===== config.mk =====
export PLATFORM = sky130hd
export DESIGN_NAME = dhcp_reply_wpad_extractor
export DESIGN_NICKNAME = d
export VERILOG_FILES = /design/src/dwpad_pkg.sv /design/src/dwpad_parser.sv /design/src/dwpad_out_fifo.sv /design/src/dhcp_reply_wpad_extractor.sv
export VERILOG_INCLUDE_DIRS = /design/src /design/src/src
export SDC_FILE = /design/constraint.sdc
export NUM_CORES = 1
export LEC_CHECK = 0
export ABC_AREA = 1
export BUFFER_PORTS_ARGS = -buffer_cell sky130_fd_sc_hd__buf_2
export CAP_MARGIN = 15
export CORE_ASPECT_RATIO = 0.9
export CORE_MARGIN = 2
export CORE_UTILIZATION = 35
export CTS_BUF_LIST = sky130_fd_sc_hd__clkbuf_2
export CTS_CLUSTER_SIZE = 14
export DETAILED_ROUTE_END_ITERATION = 8
export PLACE_DENSITY_LB_ADDON = 0.1
export SYNTH_ARGS = -nofsm -noshare
export SYNTH_HDL_FRONTEND = slang
export SYNTH_SLANG_ARGS = --single-unit

===== constraint.sdc =====
create_clock -name aclk -period 3.95 [get_ports aclk]
set_clock_uncertainty 0.15 [all_clocks]
set_input_delay 1.185 -clock aclk [delete_from_list [all_inputs] [get_ports aclk]]
set_output_delay 1.185 -clock aclk [all_outputs]
set_load 0.02 [all_outputs]

===== src/dhcp_reply_wpad_extractor_assert.svh =====
// assertion helpers for the wpad extractor
`ifndef DHCP_REPLY_WPAD_EXTRACTOR_ASSERT_SVH
`define DHCP_REPLY_WPAD_EXTRACTOR_ASSERT_SVH

// same-cycle implication, checked out of reset
`define DWPAD_ASSERT_NOW(lbl, clk, rst_n, ante, cons) \
    lbl: assert property (@(posedge clk) disable iff (!(rst_n)) (ante) |-> (cons)) \
        else $error("dwpad assertion failed");

// next-cycle implication, checked out of reset
`define DWPAD_ASSERT_NEXT(lbl, clk, rst_n, ante, cons) \
    lbl: assert property (@(posedge clk) disable iff (!(rst_n)) (ante) |=> (cons)) \
        else $error("dwpad assertion failed");

`endif


===== src/dwpad_pkg.sv =====
`default_nettype none

package dwpad_pkg;

    // number of result entries buffered ahead of the output port
    localparam int FIFO_DEPTH = 4;
    localparam int FIFO_AW    = $clog2(FIFO_DEPTH);

    localparam logic ITEM_URL     = 1'b0;
    localparam logic ITEM_VERDICT = 1'b1;

    typedef struct packed {
        logic       item_kind;
        logic [7:0] url_byte;
        logic       verdict_ok;
        logic       is_last;
    } result_t;

    // results produced by one input beat, in delivery order
    typedef struct packed {
        logic [1:0] count;
        result_t    first;
        result_t    second;
    } push_t;

endpackage

`default_nettype wire


===== src/dwpad_parser.sv =====
`default_nettype none

module dwpad_parser #(
    parameter int MAX_OPTIONS_BYTES = 312
) (
    input  wire logic              aclk,
    input  wire logic              aresetn,
    input  wire logic              step,
    input  wire logic [7:0]        rx_byte,
    input  wire logic              rx_last,
    input  wire logic [31:0]       expected_xid,
    output dwpad_pkg::push_t       push
);

    localparam logic [2:0] PH_HEADER    = 3'd0;
    localparam logic [2:0] PH_CODE      = 3'd1;
    localparam logic [2:0] PH_MSG_LEN   = 3'd2;
    localparam logic [2:0] PH_MSG_VAL   = 3'd3;
    localparam logic [2:0] PH_SKIP_LEN  = 3'd4;
    localparam logic [2:0] PH_WPAD_LEN  = 3'd5;
    localparam logic [2:0] PH_WPAD_DATA = 3'd6;
    localparam logic [2:0] PH_DONE      = 3'd7;

    localparam logic [9:0] OPTIONS_START = 10'd240;
    localparam logic [9:0] POS_CAP       = 10'd1023;
    localparam logic [9:0] POS_LIMIT     = 10'(236 + MAX_OPTIONS_BYTES);
    localparam logic [9:0] XID_FIRST     = 10'd4;
    localparam logic [9:0] XID_LAST      = 10'd7;
    localparam logic [9:0] COOKIE_FIRST  = 10'd236;
    localparam logic [9:0] COOKIE_LAST   = 10'd239;

    localparam logic [7:0] OP_BOOTREPLY  = 8'd2;
    localparam logic [7:0] OPT_END       = 8'd255;
    localparam logic [7:0] OPT_MSGTYPE   = 8'd53;
    localparam logic [7:0] OPT_WPAD      = 8'd252;
    localparam logic [7:0] MSG_ACK       = 8'd5;

    localparam logic [7:0] COOKIE [4] = '{8'd99, 8'd130, 8'd83, 8'd99};

    logic [9:0] pos_reg,     pos_next;
    logic [2:0] phase_reg,   phase_next;
    logic [7:0] skip_reg,    skip_next;
    logic [9:0] ncp_reg,     ncp_next;
    logic       failed_reg,  failed_next;
    logic       found_reg,   found_next;

    logic       fail;
    logic       hdr_bad;
    logic       url_vld;
    logic       ok;
    logic [7:0] xid_byte;
    dwpad_pkg::result_t url_item;
    dwpad_pkg::result_t verdict_item;

    // first wire byte of the xid is the most significant
    assign xid_byte = 8'(expected_xid >> {~pos_reg[1:0], 3'b000});

    always_comb begin
        pos_next    = pos_reg;
        phase_next  = phase_reg;
        skip_next   = skip_reg;
        ncp_next    = ncp_reg;
        failed_next = failed_reg;
        found_next  = found_reg;
        fail        = 1'b0;
        url_vld     = 1'b0;

        hdr_bad = ((pos_reg == 10'd0) && (rx_byte != OP_BOOTREPLY)) ||
                  ((pos_reg >= XID_FIRST) && (pos_reg <= XID_LAST) &&
                   (rx_byte != xid_byte)) ||
                  ((pos_reg >= COOKIE_FIRST) && (pos_reg <= COOKIE_LAST) &&
                   (rx_byte != COOKIE[pos_reg[1:0]]));

        if (pos_reg >= POS_LIMIT) begin
            fail = 1'b1;
        end else begin
            case (phase_reg)
                PH_HEADER: begin
                    if (hdr_bad) begin
                        fail = 1'b1;
                    end else if (pos_reg == OPTIONS_START - 10'd1) begin
                        phase_next = PH_CODE;
                    end
                end
                PH_CODE: begin
                    if (pos_reg == ncp_reg) begin
                        if (rx_last || (rx_byte == OPT_END)) begin
                            fail = 1'b1;
                        end else if (rx_byte == OPT_MSGTYPE) begin
                            phase_next = PH_MSG_LEN;
                        end else if (rx_byte == OPT_WPAD) begin
                            phase_next = PH_WPAD_LEN;
                        end else begin
                            phase_next = PH_SKIP_LEN;
                        end
                    end
                end
                PH_MSG_LEN: begin
                    if ((rx_byte != 8'd1) || rx_last) begin
                        fail = 1'b1;
                    end else begin
                        phase_next = PH_MSG_VAL;
                    end
                end
                PH_MSG_VAL: begin
                    if (rx_byte != MSG_ACK) begin
                        fail = 1'b1;
                    end else begin
                        ncp_next   = pos_reg + 10'd1;
                        phase_next = PH_CODE;
                    end
                end
                PH_SKIP_LEN: begin
                    ncp_next   = pos_reg + 10'd1 + {2'b00, rx_byte};
                    phase_next = PH_CODE;
                end
                PH_WPAD_LEN: begin
                    if (rx_last) begin
                        fail = 1'b1;
                    end else begin
                        found_next = 1'b1;
                        skip_next  = rx_byte;
                        phase_next = (rx_byte == 8'd0) ? PH_DONE : PH_WPAD_DATA;
                    end
                end
                PH_WPAD_DATA: begin
                    if (rx_byte == 8'd0) begin
                        phase_next = PH_DONE;
                    end else begin
                        url_vld   = 1'b1;
                        skip_next = skip_reg - 8'd1;
                        if (skip_reg == 8'd1) begin
                            phase_next = PH_DONE;
                        end
                    end
                end
                default: begin
                end
            endcase
        end

        if (fail) begin
            failed_next = 1'b1;
            phase_next  = PH_DONE;
        end

        ok = !failed_next && found_next;

        // verdict closes the datagram, state starts over
        if (rx_last) begin
            pos_next    = 10'd0;
            phase_next  = PH_HEADER;
            skip_next   = 8'd0;
            ncp_next    = OPTIONS_START;
            failed_next = 1'b0;
            found_next  = 1'b0;
        end else if (pos_reg < POS_CAP) begin
            pos_next = pos_reg + 10'd1;
        end
    end

    always_comb begin
        url_item.item_kind      = dwpad_pkg::ITEM_URL;
        url_item.url_byte       = rx_byte;
        url_item.verdict_ok     = 1'b0;
        url_item.is_last        = 1'b0;
        verdict_item.item_kind  = dwpad_pkg::ITEM_VERDICT;
        verdict_item.url_byte   = 8'd0;
        verdict_item.verdict_ok = ok;
        verdict_item.is_last    = 1'b1;

        push.count  = step ? (2'(url_vld) + 2'(rx_last)) : 2'd0;
        push.first  = url_vld ? url_item : verdict_item;
        push.second = verdict_item;
    end

    always_ff @(posedge aclk) begin
        if (!aresetn) begin
            pos_reg    <= 10'd0;
            phase_reg  <= PH_HEADER;
            skip_reg   <= 8'd0;
            ncp_reg    <= OPTIONS_START;
            failed_reg <= 1'b0;
            found_reg  <= 1'b0;
        end else if (step) begin
            pos_reg    <= pos_next;
            phase_reg  <= phase_next;
            skip_reg   <= skip_next;
            ncp_reg    <= ncp_next;
            failed_reg <= failed_next;
            found_reg  <= found_next;
        end
    end

endmodule

`default_nettype wire


===== src/dwpad_out_fifo.sv =====
`default_nettype none

module dwpad_out_fifo (
    input  wire logic                aclk,
    input  wire logic                aresetn,
    input  wire dwpad_pkg::push_t    push,
    input  wire logic                pop,
    output dwpad_pkg::result_t       head,
    output logic                     not_empty,
    output logic                     room_for_two
);

    localparam int AW = dwpad_pkg::FIFO_AW;
    localparam logic [AW:0] DEPTH = (AW + 1)'(dwpad_pkg::FIFO_DEPTH);

    dwpad_pkg::result_t mem [dwpad_pkg::FIFO_DEPTH];

    logic [AW-1:0] wr_reg, wr_next;
    logic [AW-1:0] rd_reg, rd_next;
    logic [AW:0]   cnt_reg, cnt_next;

    assign head         = mem[rd_reg];
    assign not_empty    = (cnt_reg != '0);
    assign room_for_two = (cnt_reg <= DEPTH - (AW + 1)'(2));

    always_comb begin
        wr_next  = wr_reg + AW'(push.count);
        rd_next  = rd_reg + AW'(pop);
        cnt_next = cnt_reg + (AW + 1)'(push.count) - (AW + 1)'(pop);
    end

    always_ff @(posedge aclk) begin
        if (push.count != 2'd0) begin
            mem[wr_reg] <= push.first;
        end
        if (push.count == 2'd2) begin
            mem[wr_reg + AW'(1)] <= push.second;
        end
    end

    always_ff @(posedge aclk) begin
        if (!aresetn) begin
            wr_reg  <= '0;
            rd_reg  <= '0;
            cnt_reg <= '0;
        end else begin
            wr_reg  <= wr_next;
            rd_reg  <= rd_next;
            cnt_reg <= cnt_next;
        end
    end

endmodule

`default_nettype wire


===== src/dhcp_reply_wpad_extractor.sv =====
// channel   dir  handshake                  payload
// s_axis    in   s_axis_tvalid/tready       tdata[7:0] rx_byte, tlast rx_last
// m_axis    out  m_axis_tvalid/tready       tdata url_byte, verdict_ok; tlast is_last;
//                                           tuser item_kind
// cfg       in   cfg_valid/cfg_ready        cfg_data expected_xid
//
// one input beat per cycle sustained; a beat is held in the input
// register, then its results land in a four-entry result queue
// a final byte carrying wpad data yields two results, drained one per cycle while m_axis_tready is high
// input stalls only when the result queue has fewer than two free entries
// reset is synchronous active low: parse state and queue clear, xid goes to 0
`default_nettype none

module dhcp_reply_wpad_extractor #(
    parameter int MAX_OPTIONS_BYTES = 312
) (
    input  wire logic        aclk,
    input  wire logic        aresetn,

    // input byte stream
    input  wire logic        s_axis_tvalid,
    output logic             s_axis_tready,
    input  wire logic [7:0]  s_axis_tdata,   // [7:0] rx_byte
    input  wire logic        s_axis_tlast,   // rx_last

    // result stream
    output logic             m_axis_tvalid,
    input  wire logic        m_axis_tready,
    output logic [15:0]      m_axis_tdata,   // [7:0] url_byte, [8] verdict_ok, rest zero
    output logic             m_axis_tlast,   // is_last
    output logic [0:0]       m_axis_tuser,   // [0] item_kind

    // transaction id register
    input  wire logic        cfg_valid,
    output logic             cfg_ready,
    input  wire logic [31:0] cfg_data
);

    // input register
    logic       in_vld_reg;
    logic [7:0] in_byte_reg;
    logic       in_last_reg;

    logic [31:0] xid_reg;

    logic advance;
    logic room_for_two;
    logic not_empty;
    logic pop;

    dwpad_pkg::push_t   push;
    dwpad_pkg::result_t head;

    // parse the held beat when the queue can take both possible results
    assign advance       = in_vld_reg && room_for_two;
    assign s_axis_tready = !in_vld_reg || advance;
    assign cfg_ready     = 1'b1;

    always_ff @(posedge aclk) begin
        if (!aresetn) begin
            in_vld_reg <= 1'b0;
        end else if (s_axis_tready) begin
            in_vld_reg <= s_axis_tvalid;
        end
    end

    always_ff @(posedge aclk) begin
        if (s_axis_tvalid && s_axis_tready) begin
            in_byte_reg <= s_axis_tdata;
            in_last_reg <= s_axis_tlast;
        end
    end

    always_ff @(posedge aclk) begin
        if (!aresetn) begin
            xid_reg <= 32'd0;
        end else if (cfg_valid && cfg_ready) begin
            xid_reg <= cfg_data;
        end
    end

    dwpad_parser #(
        .MAX_OPTIONS_BYTES (MAX_OPTIONS_BYTES)
    ) u_parser (
        .aclk         (aclk),
        .aresetn      (aresetn),
        .step         (advance),
        .rx_byte      (in_byte_reg),
        .rx_last      (in_last_reg),
        .expected_xid (xid_reg),
        .push         (push)
    );

    dwpad_out_fifo u_out_fifo (
        .aclk         (aclk),
        .aresetn      (aresetn),
        .push         (push),
        .pop          (pop),
        .head         (head),
        .not_empty    (not_empty),
        .room_for_two (room_for_two)
    );

    // queue head drives the output beat directly
    assign pop           = m_axis_tvalid && m_axis_tready;
    assign m_axis_tvalid = not_empty;
    assign m_axis_tdata  = {7'd0, head.verdict_ok, head.url_byte};
    assign m_axis_tlast  = head.is_last;
    assign m_axis_tuser  = head.item_kind;

`include "dhcp_reply_wpad_extractor_assert.svh"

    // a verdict beat always closes the datagram and carries no url byte
    `DWPAD_ASSERT_NOW(a_verdict_shape, aclk, aresetn, m_axis_tvalid && m_axis_tuser[0], m_axis_tlast && (m_axis_tdata[7:0] == 8'd0))

    // url beats never end a datagram nor claim success
    `DWPAD_ASSERT_NOW(a_url_shape, aclk, aresetn, m_axis_tvalid && !m_axis_tuser[0], !m_axis_tlast && !m_axis_tdata[8])

    // a held beat that cannot advance stays put in the input register
    `DWPAD_ASSERT_NEXT(a_input_hold, aclk, aresetn, in_vld_reg && !advance, in_vld_reg && $stable(in_byte_reg) && $stable(in_last_reg))

endmodule

`default_nettype wire


==> impl_metrics.env, run 1 <==
export IMPL_cpMostUsedCell="a21oi_1"
export IMPL_via_per_inst=4.877
export IMPL_final_max_slew_viol_count=0
export IMPL_cts_buffers=17
export IMPL_dp_hpwl_mm=14.17
export IMPL_worstHoldStart="u_out_fifo.mem[2][0]"
export IMPL_post_route_util_pct=39.08
export IMPL_yosysWarnings=0
export IMPL_synth_compound_area_share_pct=17.13
export IMPL_drtAntennaViolNets=0
export IMPL_critPathSlowestCell="dfxtp_1"
export IMPL_p_leak_nw=3.472
export IMPL_grt_pass1_vias=5875
export IMPL_tightest_slew_ns=0.9287
export IMPL_cts_hold_buf=0
export IMPL_synth_simple_area_share_pct=27.06
export IMPL_cts_tree="yes"
export IMPL_outcome="finished clean"
export IMPL_fin_ws_ns=0.4089
export IMPL_die_w_um=151.6
export IMPL_crit_chain="clkinvlp_4 > o21ai_0 > a21oi_1 > a21oi_1 > buf_2"
export IMPL_critical_path_startpoint="u_out_fifo.rd_reg[0]"
export IMPL_drtIter0Drc=350
export IMPL_finish_net_count=1094
export IMPL_fp_coreArea_mm2=0.01922
export IMPL_largest_reg_flops=40
export IMPL_layout_drive_gt1_share_pct=14.70
export IMPL_critical_path_class="register to output port"
export IMPL_synthFlopType="dfxtp_1"
export IMPL_setup_viol=0
export IMPL_post_route_period_util_pct=89.65
export IMPL_avgSynthCellArea_um2=7.078
export IMPL_hp_class="register to register"
export IMPL_io_buffer_count=58
export IMPL_drtPass1Iterations=7
export IMPL_cp_arrival_ns=2.21
export IMPL_period_needed_ns=3.541
export IMPL_post_place_ws_ns=0.7520
export IMPL_clock_latency_ns=0.71
export IMPL_wl_per_cell_um=15.07
export IMPL_synthArstFlopShare_pct=0
export IMPL_end_kind="output port"
export IMPL_required_ns=2.61
export IMPL_max_freq_mhz=282.4
export IMPL_synthAdderAreaFrac_pct=5.139
export IMPL_final_hold_viol_count=0
export IMPL_synth_top_family_by_area="simple AND/OR/NAND/NOR gates"
export IMPL_post_cts_setup_buffers=0
export IMPL_overflow=0
export IMPL_dpl_cell_count=1252
export IMPL_crit_fanout=23
export IMPL_totalWireLength_mm=19.37
export IMPL_peakVddDrop_v=0.0001333
export IMPL_floorplan_initialDensity_pct=35.72
export IMPL_slew_headroom_pct=38.02
export IMPL_ys_ff_latch=122
export IMPL_maxCapViolations=0
export IMPL_antenna_found_initial=1
export IMPL_syn_inst=970
export IMPL_met2_usage_pct=30.32
export IMPL_powerDensity_mw_per_mm2=426.3
export IMPL_holdWs_ns=0.3105
export IMPL_grt_pass1_wl_mm=31.38
export IMPL_chipHeight_um=136.9
export IMPL_io_pins=67
export IMPL_layout_cells_non_filler=1285
export IMPL_r2r_start="in_byte_reg[3]"
export IMPL_cpPeakStageDelay_ns=0.41
export IMPL_synth_edf_count=13
export IMPL_muxShareOfSynthArea_pct=0
export IMPL_grt_met1_usage_pct=28.32
export IMPL_fin_tns_setup_ns=0
export IMPL_vias=6267
export IMPL_die_area_mm2=0.02075
export IMPL_area_delta_synth_final_pct=9.386
export IMPL_rows=48
export IMPL_gr_usage_met3_pct=3.800
export IMPL_synth_area_mm2=0.006865
export IMPL_root_buffer="clkbuf_2"
export IMPL_route_detailed_drc=0
export IMPL_grt_setup_unrepaired="false"
export IMPL_gr_max_usage_layer="met2"
export IMPL_htreeDepth=4
export IMPL_yosysUniqueCellTypes=50
export IMPL_ys_seq_area_share_pct=37.47
export IMPL_ctsResizeCount=0
export IMPL_cts_sinks=122
export IMPL_clock_path_buffers=2
export IMPL_start_kind="register"
export IMPL_gp_congestion=0.9408
export IMPL_synth_xor_area_share_pct=2.533
export IMPL_grt_max_degree=45
export IMPL_clkSlewWorstSetupHoldPaths_ns=0.17
export IMPL_grt_use_total_pct=19.66
## critical path, delay by kind of cell (launching register included)
family          cells  cell delay, ns
compound gates      3            0.55
flops               1            0.41
buf+inv             2            0.56
## power by group
part           internal [W]  switching [W]
Combinational      0.000357       0.000670
Clock              0.000168       0.000501
Sequential          0.00140       0.000101
## worst paths after layout
kind / to / cells after the start / slack [ns]
worst max-delay path: m_axis_tdata[0] / 5 / 0.41
worst min-delay path: u_out_fifo.mem[2][0] / 2 / 0.31
worst max register to register: u_out_fifo.cnt_reg[2] / 16 / 0.74
worst min register to register: u_out_fifo.mem[2][0] / 2 / 0.31
## cell usage in the layout, fill, tap and decap left out, types with 9 or more instances in the layout
cell and n:
dfxtp_1 109, clkbuf_2 20, o22ai_1 36, nor3_1 16, buf_4 13, ha_1 25, a21oi_1 71, edfxtp_1 13
nand2_1 201, buf_2 58, nor2_1 112, inv_2 11, o21ai_0 66, inv_1 108, nor2_2 9, nand3_1 55
xor2_1 12
## cells by family (layout without fill, tap and decap cells)
| group | count (synthesis) | after routing |
|---|---|---|
| xor gates and xnor gates | 19 | 19 |
| buffers and inverters | 167 | 225 |
| AOI/OAI and AO/OA | 206 | 206 |
| adders and majority gates | 27 | 27 |
| DFF | 122 | 122 |
| and+or+nand+nor | 427 | 427 |
| other | 2 | 9 |
## layout make-up
cell class / count / area [um^2]
Tap cell: 250 / 312.8
Inverter: 122 / 462.9
Multi-Input combinational cell: 687 / 3591
Clock inverter: 12 / 80.08
Fill cell: 2056 / 11710
Clock buffer: 20 / 100.1
Timing Repair Buffer: 71 / 387.9
Sequential cell: 122 / 2572
Antenna cell: 1 / 2.502
## per-stage QoR
step                      area [um^2]  total power [W]
after global routing             7510         0.003459
after floorplan                  6888         0.002282
after global placement           7323         0.002566
final                            7510         0.003201
after CTS                        7503         0.003236
after detailed placement         7323         0.002559
## synthesized netlist by cell type, types with 3 or more instances
cell        n  share of area [%]
nor2_1    112                6.1
edfxtp_1   13                5.7
a211oi_1    6               0.66
nor3_2      3               0.44
or2_1       6               0.55
nor2_4      3               0.49
o22ai_1    36                3.3
a21oi_2     3               0.38
nand4_1     5               0.46
inv_2      11               0.60
nor3_1     16                1.2
a31oi_1     3               0.27
nor2_2      9               0.82
o21ai_1     3               0.22
clkbuf_1   21                1.1
xnor2_1     6               0.77
nand2_2     8               0.73
xor2_1     12                1.5
or2_2       4               0.36
o21ai_0    66                4.8
buf_6       5               0.82
ha_1       25                4.6
nand2_1   201                 11
nand3_1    55                4.0
inv_1     108                5.9
buf_4      15                1.6
a21oi_1    71                5.2
dfxtp_1   109                 32
o211ai_1    7               0.77
## layer usage
metal | vias up | routed length (um)
met1 | 2856 | 9887
li1 | 3275 | -
met5 | - | 0
met4 | 0 | 171
met3 | 9 | 853
met2 | 127 | 8454
(Power assumes the default switching activity.)
==> run 2: changes to the inputs <==
==> constraint.sdc (replaced) <==
create_clock -name aclk -period 3.4 [get_ports aclk]
set_clock_uncertainty 0.15 [all_clocks]
set_input_delay 1.02 -clock aclk [delete_from_list [all_inputs] [get_ports aclk]]
set_output_delay 1.02 -clock aclk [all_outputs]
set_load 0.02 [all_outputs]
==> run 2 against run 1 <==
- first-iteration DRC count grew 7.4%
- global-route usage is 0.054 points higher
- sequential power up 15%
- via count rose by 1.2%
- setup slack worse by 0.21 ns
- clock power is 49% higher
- sequential share of layout area shrank 0.84 points
- total power grew 25%
- wire length rose by 0.46%
- register-to-register slack got worse by 0.43 ns
- critical path type unchanged
- die area unchanged
- core utilization is 1.0 points higher
==> impl_metrics.env, run 2 (synthesized netlist as in run 1, its figures left out) <==
export IMPL_intPower_w=0.002446
export IMPL_chipHeight_um=136.9
export IMPL_via_per_inst=4.886
export IMPL_final_hold_viol_count=0
export IMPL_setup_viol=0
export IMPL_io_pins=67
export IMPL_root_buffer="clkbuf_2"
export IMPL_p_switching_w=0.001551
export IMPL_finish_net_count=1106
export IMPL_cp_arrival_ns=2.03
export IMPL_period_needed_ns=3.202
export IMPL_clock_latency_ns=0.72
export IMPL_layout_common_cells="nand2_1 (201), nor2_1 (112), dfxtp_1 (108)"
export IMPL_crit_chain="buf_6 > clkinv_1 > buf_6 > o21ai_1 > a21oi_1 > a21oi_2 > buf_2"
export IMPL_io_buffer_count=58
export IMPL_outcome="finished clean"
export IMPL_tightest_slew_ns=0.8954
export IMPL_max_freq_mhz=312.3
export IMPL_grt_pass1_vias=6059
export IMPL_cpMostUsedCell="buf_6"
export IMPL_cts_tree="yes"
export IMPL_p_leak_nw=3.565
export IMPL_drtAntennaViolNets=0
export IMPL_floorplan_initialDensity_pct=35.72
export IMPL_powerDensity_mw_per_mm2=519.0
export IMPL_seqPwrFrac_pct=43.2
export IMPL_fin_tns_setup_ns=0
export IMPL_p_total_w=0.003997
export IMPL_dp_hpwl_mm=14.14
export IMPL_route_detailed_drc=0
export IMPL_power_combinational_fraction_pct=31.8
export IMPL_crit_fanout=28
export IMPL_peakVddDrop_v=0.0002705
export IMPL_end_kind="output port"
export IMPL_largest_reg_flops=40
export IMPL_overflow=0
export IMPL_htreeDepth=4
export IMPL_vias=6342
export IMPL_grt_max_degree=45
export IMPL_fin_ws_ns=0.1984
export IMPL_cts_sinks=122
export IMPL_start_kind="register"
export IMPL_critical_path_class="register to output port"
export IMPL_grt_setup_unrepaired="false"
export IMPL_rows=48
export IMPL_required_ns=2.23
export IMPL_wl_per_cell_um=14.99
export IMPL_cts_hold_buf=0
export IMPL_grt_pass1_wl_mm=31.57
export IMPL_critPathSlowestCell="dfxtp_2"
export IMPL_cpPeakStageDelay_ns=0.37
export IMPL_totalWireLength_mm=19.46
export IMPL_post_route_period_util_pct=94.17
export IMPL_antenna_found_initial=1
export IMPL_hp_class="register to register"
export IMPL_post_route_util_pct=40.07
export IMPL_drtIter0Drc=376
export IMPL_finish_instance_area_mm2=0.007701
export IMPL_die_area_mm2=0.02075
export IMPL_slew_headroom_pct=40.24
export IMPL_post_place_ws_ns=0.3203
export IMPL_grt_use_total_pct=19.71
export IMPL_gp_congestion=0.8443
export IMPL_switching_share_pct=38.81
export IMPL_layout_drive_gt1_share_pct=15.87
export IMPL_clockPowerShare_pct=24.9
export IMPL_place_area_mm2=0.007406
export IMPL_maxCapViolations=0
export IMPL_cts_buffers=17
export IMPL_area_delta_synth_final_pct=12.17
export IMPL_clkSlewWorstSetupHoldPaths_ns=0.19
export IMPL_final_max_slew_viol_count=0
export IMPL_clock_path_buffers=2
export IMPL_mostFrequentLayoutCell="nand2_1"
export IMPL_fp_coreArea_mm2=0.01922
export IMPL_die_w_um=151.6
export IMPL_drtPass1Iterations=5
-- run 2: cell count changes in the layout (fill, tap and decap cells not counted), moves of 2 or more --
| cell | before | now |
|---|---|---|
| bufinv_16 | 0 | 2 |
| clkinv_2 | 6 | 2 |
| clkinv_4 | 5 | 1 |
| o21ai_1 | 3 | 10 |
| inv_8 | 0 | 2 |
| clkbuf_2 | 20 | 18 |
| o21ai_0 | 66 | 59 |
| inv_6 | 0 | 5 |
| buf_6 | 0 | 2 |
| buf_4 | 13 | 24 |
| buf_2 | 58 | 56 |
-- run 2: critical path, delay by kind of cell, from the launching register on --
kind	cells	cell delay, ns
buf+inv	4	0.61
flops	1	0.37
compound gates	3	0.34
-- run 2: final timing paths --
check | startpoint | to | slack, ns | depth (start not counted)
worst max-delay path | u_out_fifo.rd_reg[0] | m_axis_tdata[0] | 0.20 | 7
worst min-delay path | u_out_fifo.mem[2][7] | u_out_fifo.mem[2][7] | 0.33 | 2
worst max register to register | in_byte_reg[6] | u_out_fifo.cnt_reg[2] | 0.31 | 16
worst min register to register | u_out_fifo.mem[2][7] | u_out_fifo.mem[2][7] | 0.33 | 2
-- run 2: through the flow --
step,std cells,hold WS (ns)
floorplan,976,0.2712
global placement,1263,0.2922
detailed placement,1263,0.2944
CTS,1295,0.2593
global route,1298,0.2332
finish,1298,0.3272
-- run 2: power by group through the flow --
stage               sequential (W)  clock [W]  combinational (W)
floorplan                  0.00174          0           0.000908
global placement           0.00175          0            0.00124
detailed placement         0.00175          0            0.00124
CTS                        0.00173    0.00103            0.00125
global route               0.00175    0.00110            0.00144
finish                     0.00173   0.000996            0.00127
-- run 2: repair_timing --
item	in CTS	in global routing
buffers inserted	0	1
endpoints found under the setup margin	2	12
resized for setup	2	13
-- run 2: area by class of cell --
| cell class | instances | area (um^2) |
|---|---|---|
| diodes | 2 | 5.005 |
| clock buffers | 18 | 90.09 |
| clock inverters | 14 | 158.9 |
| fillers | 2141 | 11520 |
| inverters | 122 | 462.9 |
| multi-input cells | 687 | 3595 |
| flip-flops and latches | 122 | 2574 |
| well taps | 250 | 312.8 |
| repair buffers | 83 | 503.0 |
-- run 2: metal layers --
layer	track usage (%)	vias to the layer above	routed length, um
li1	-	3304	-
met3	4.167	23	863
met5	0	-	0
met1	27.31	2881	9725
met4	5.607	0	312
met2	31.07	134	8556
==> run 3: changes to the inputs <==
--- a/config.mk
+++ b/config.mk
@@ -10,7 +10,6 @@
 export BUFFER_PORTS_ARGS = -buffer_cell sky130_fd_sc_hd__buf_2
 export CAP_MARGIN = 15
 export CORE_ASPECT_RATIO = 0.9
-export CORE_MARGIN = 2
 export CORE_UTILIZATION = 35
 export CTS_BUF_LIST = sky130_fd_sc_hd__clkbuf_2
 export CTS_CLUSTER_SIZE = 14
==> run 3 against run 2 <==
- combinational power is 3% lower
- clock-buffer cell count stayed put
- total power decreased by 3.7%
- sequential power hardly changed
- maximum frequency up 0.67%
- core utilization is 0.14 points lower
- die area shrank 2.8%
- wire length fell by 2.5%
- critical path type unchanged
==> impl_metrics.env, run 3 (synthesized netlist as in run 1, its figures left out) <==
export IMPL_required_ns=2.23
export IMPL_rows=48
export IMPL_gp_congestion=0.8424
export IMPL_clkSlewWorstSetupHoldPaths_ns=0.21
export IMPL_antenna_found_initial=1
export IMPL_cts_hold_buf=0
export IMPL_powerDensity_mw_per_mm2=501.4
export IMPL_wl_per_cell_um=14.58
export IMPL_slew_headroom_pct=64.23
export IMPL_peakVddDrop_v=0.0001659
export IMPL_final_hold_viol_count=0
export IMPL_root_buffer="clkbuf_2"
export IMPL_grt_use_total_pct=19.83
export IMPL_totalWireLength_mm=18.97
export IMPL_drtAntennaViolNets=0
export IMPL_holdWs_ns=0.3146
export IMPL_io_buffer_count=58
export IMPL_dpl_cell_count=1267
export IMPL_finish_net_count=1110
export IMPL_fill_cells=2114
export IMPL_final_max_slew_viol_count=0
export IMPL_overflow=0
export IMPL_start_kind="register"
export IMPL_cts_tree="yes"
export IMPL_fin_tns_setup_ns=0
export IMPL_route_detailed_drc=0
export IMPL_grt_pass1_vias=5890
export IMPL_via_per_inst=4.844
export IMPL_clock_latency_ns=0.71
export IMPL_mostFrequentLayoutCell="nand2_1"
export IMPL_period_needed_ns=3.180
export IMPL_crit_fanout=18
export IMPL_outcome="finished clean"
export IMPL_critical_path_class="register to output port"
export IMPL_drtPass1Iterations=5
export IMPL_grt_max_degree=45
export IMPL_cp_arrival_ns=2.01
export IMPL_die_w_um=149.6
export IMPL_htreeDepth=4
export IMPL_dp_hpwl_mm=14.00
export IMPL_chipHeight_um=134.9
export IMPL_p_leak_nw=3.572
export IMPL_layout_drive_gt1_share_pct=15.90
export IMPL_grt_setup_unrepaired="false"
export IMPL_hp_class="register to register"
export IMPL_maxCapViolations=0
export IMPL_drtIter0Drc=277
export IMPL_area_delta_synth_final_pct=11.77
export IMPL_clock_path_buffers=2
export IMPL_layout_common_cells="nand2_1 (201), nor2_1 (112), dfxtp_1 (109)"
export IMPL_fp_coreArea_mm2=0.01922
export IMPL_cts_sinks=122
export IMPL_post_route_util_pct=39.93
export IMPL_cts_buffers=17
export IMPL_post_route_period_util_pct=93.54
export IMPL_die_area_mm2=0.02018
export IMPL_layout_cells_non_filler=1301
export IMPL_grt_pass1_wl_mm=30.75
export IMPL_largest_reg_flops=40
export IMPL_floorplan_initialDensity_pct=35.72
export IMPL_tightest_slew_ns=0.5364
export IMPL_end_kind="output port"
export IMPL_setup_viol=0
export IMPL_vias=6302
export IMPL_max_freq_mhz=314.4
export IMPL_io_pins=67
## run 3: cell count changes in the layout (fill, tap and decap cells not counted), moves of 2 or more
| cell | change |
|---|---|
| o21ai_0 | +7 |
| buf_4 | +4 |
| inv_6 | -3 |
| clkinv_4 | +4 |
| clkinvlp_4 | -2 |
| inv_8 | -2 |
| buf_2 | +2 |
| o21ai_1 | -7 |
| inv_4 | +2 |
| buf_6 | -2 |
## run 3: what timing repair did
| item | CTS | global route |
|---|---|---|
| endpoints found under the setup margin | 0 | 11 |
| resized for setup | 0 | 1 |
| setup buffers | 0 | 1 |
## run 3: per-layer routing
layer | global-route usage [%] | share of wire (%)
met1 | 27.38 | 51
met2 | 31.58 | 45
met3 | 3.514 | 2.7
met4 | 5.442 | 1.4
met5 | 0 | 0
## run 3: path summary, 6_finish.rpt
check,cells past startpoint,slack [ns],start,endpoint
hold / removal,2,0.31,u_out_fifo.mem[2][0],u_out_fifo.mem[2][0]
setup / recovery,6,0.22,u_out_fifo.rd_reg[1],m_axis_tdata[0]
hold reg to reg,2,0.31,u_out_fifo.mem[2][0],u_out_fifo.mem[2][0]
setup reg to reg,16,0.33,in_byte_reg[6],u_out_fifo.cnt_reg[2]
## run 3: worst max-delay path, stage by stage, from the launching register on
cell and delay, ns:
dfxtp_1 0.49, clkinvlp_4 0.15, buf_12 0.16, o21ai_0 0.07
a21oi_1 0.06, a21oi_1 0.18, buf_2 0.20
## run 3: stage by stage
stage | power, W | instance area, um^2 | setup WS (ns)
3_3_place_gp | 0.002989 | 7436 | 0.3718
6_report | 0.003847 | 7674 | 0.2198
5_1_grt | 0.004145 | 7674 | 0.03401
3_5_place_dp | 0.002989 | 7436 | 0.3249
4_1_cts | 0.003886 | 7647 | 0.04028
2_1_floorplan | 0.002651 | 6888 | 0.4471
## run 3: where the power goes
group,switching (W),total (W),internal [W],leakage (nW)
registers,0.0000943,0.00173,0.00163,1.02
logic,0.000798,0.00123,0.000436,2.41
clock network,0.000617,0.000888,0.000271,0.138
total,0.00151,0.00385,0.00234,3.57
## run 3: final cells by class
cell class / instances / area [um^2] / area share [%]
clock buffer: 18 / 90.09 / 1.174
inverter: 122 / 462.9 / 6.033
timing repair buffer: 87 / 520.5 / 6.783
multi-input combinational: 687 / 3591 / 46.80
sequential: 122 / 2572 / 33.52
tap: 250 / 312.8 / 4.076
clock inverter: 14 / 121.4 / 1.582
antenna: 1 / 2.502 / 0.03261
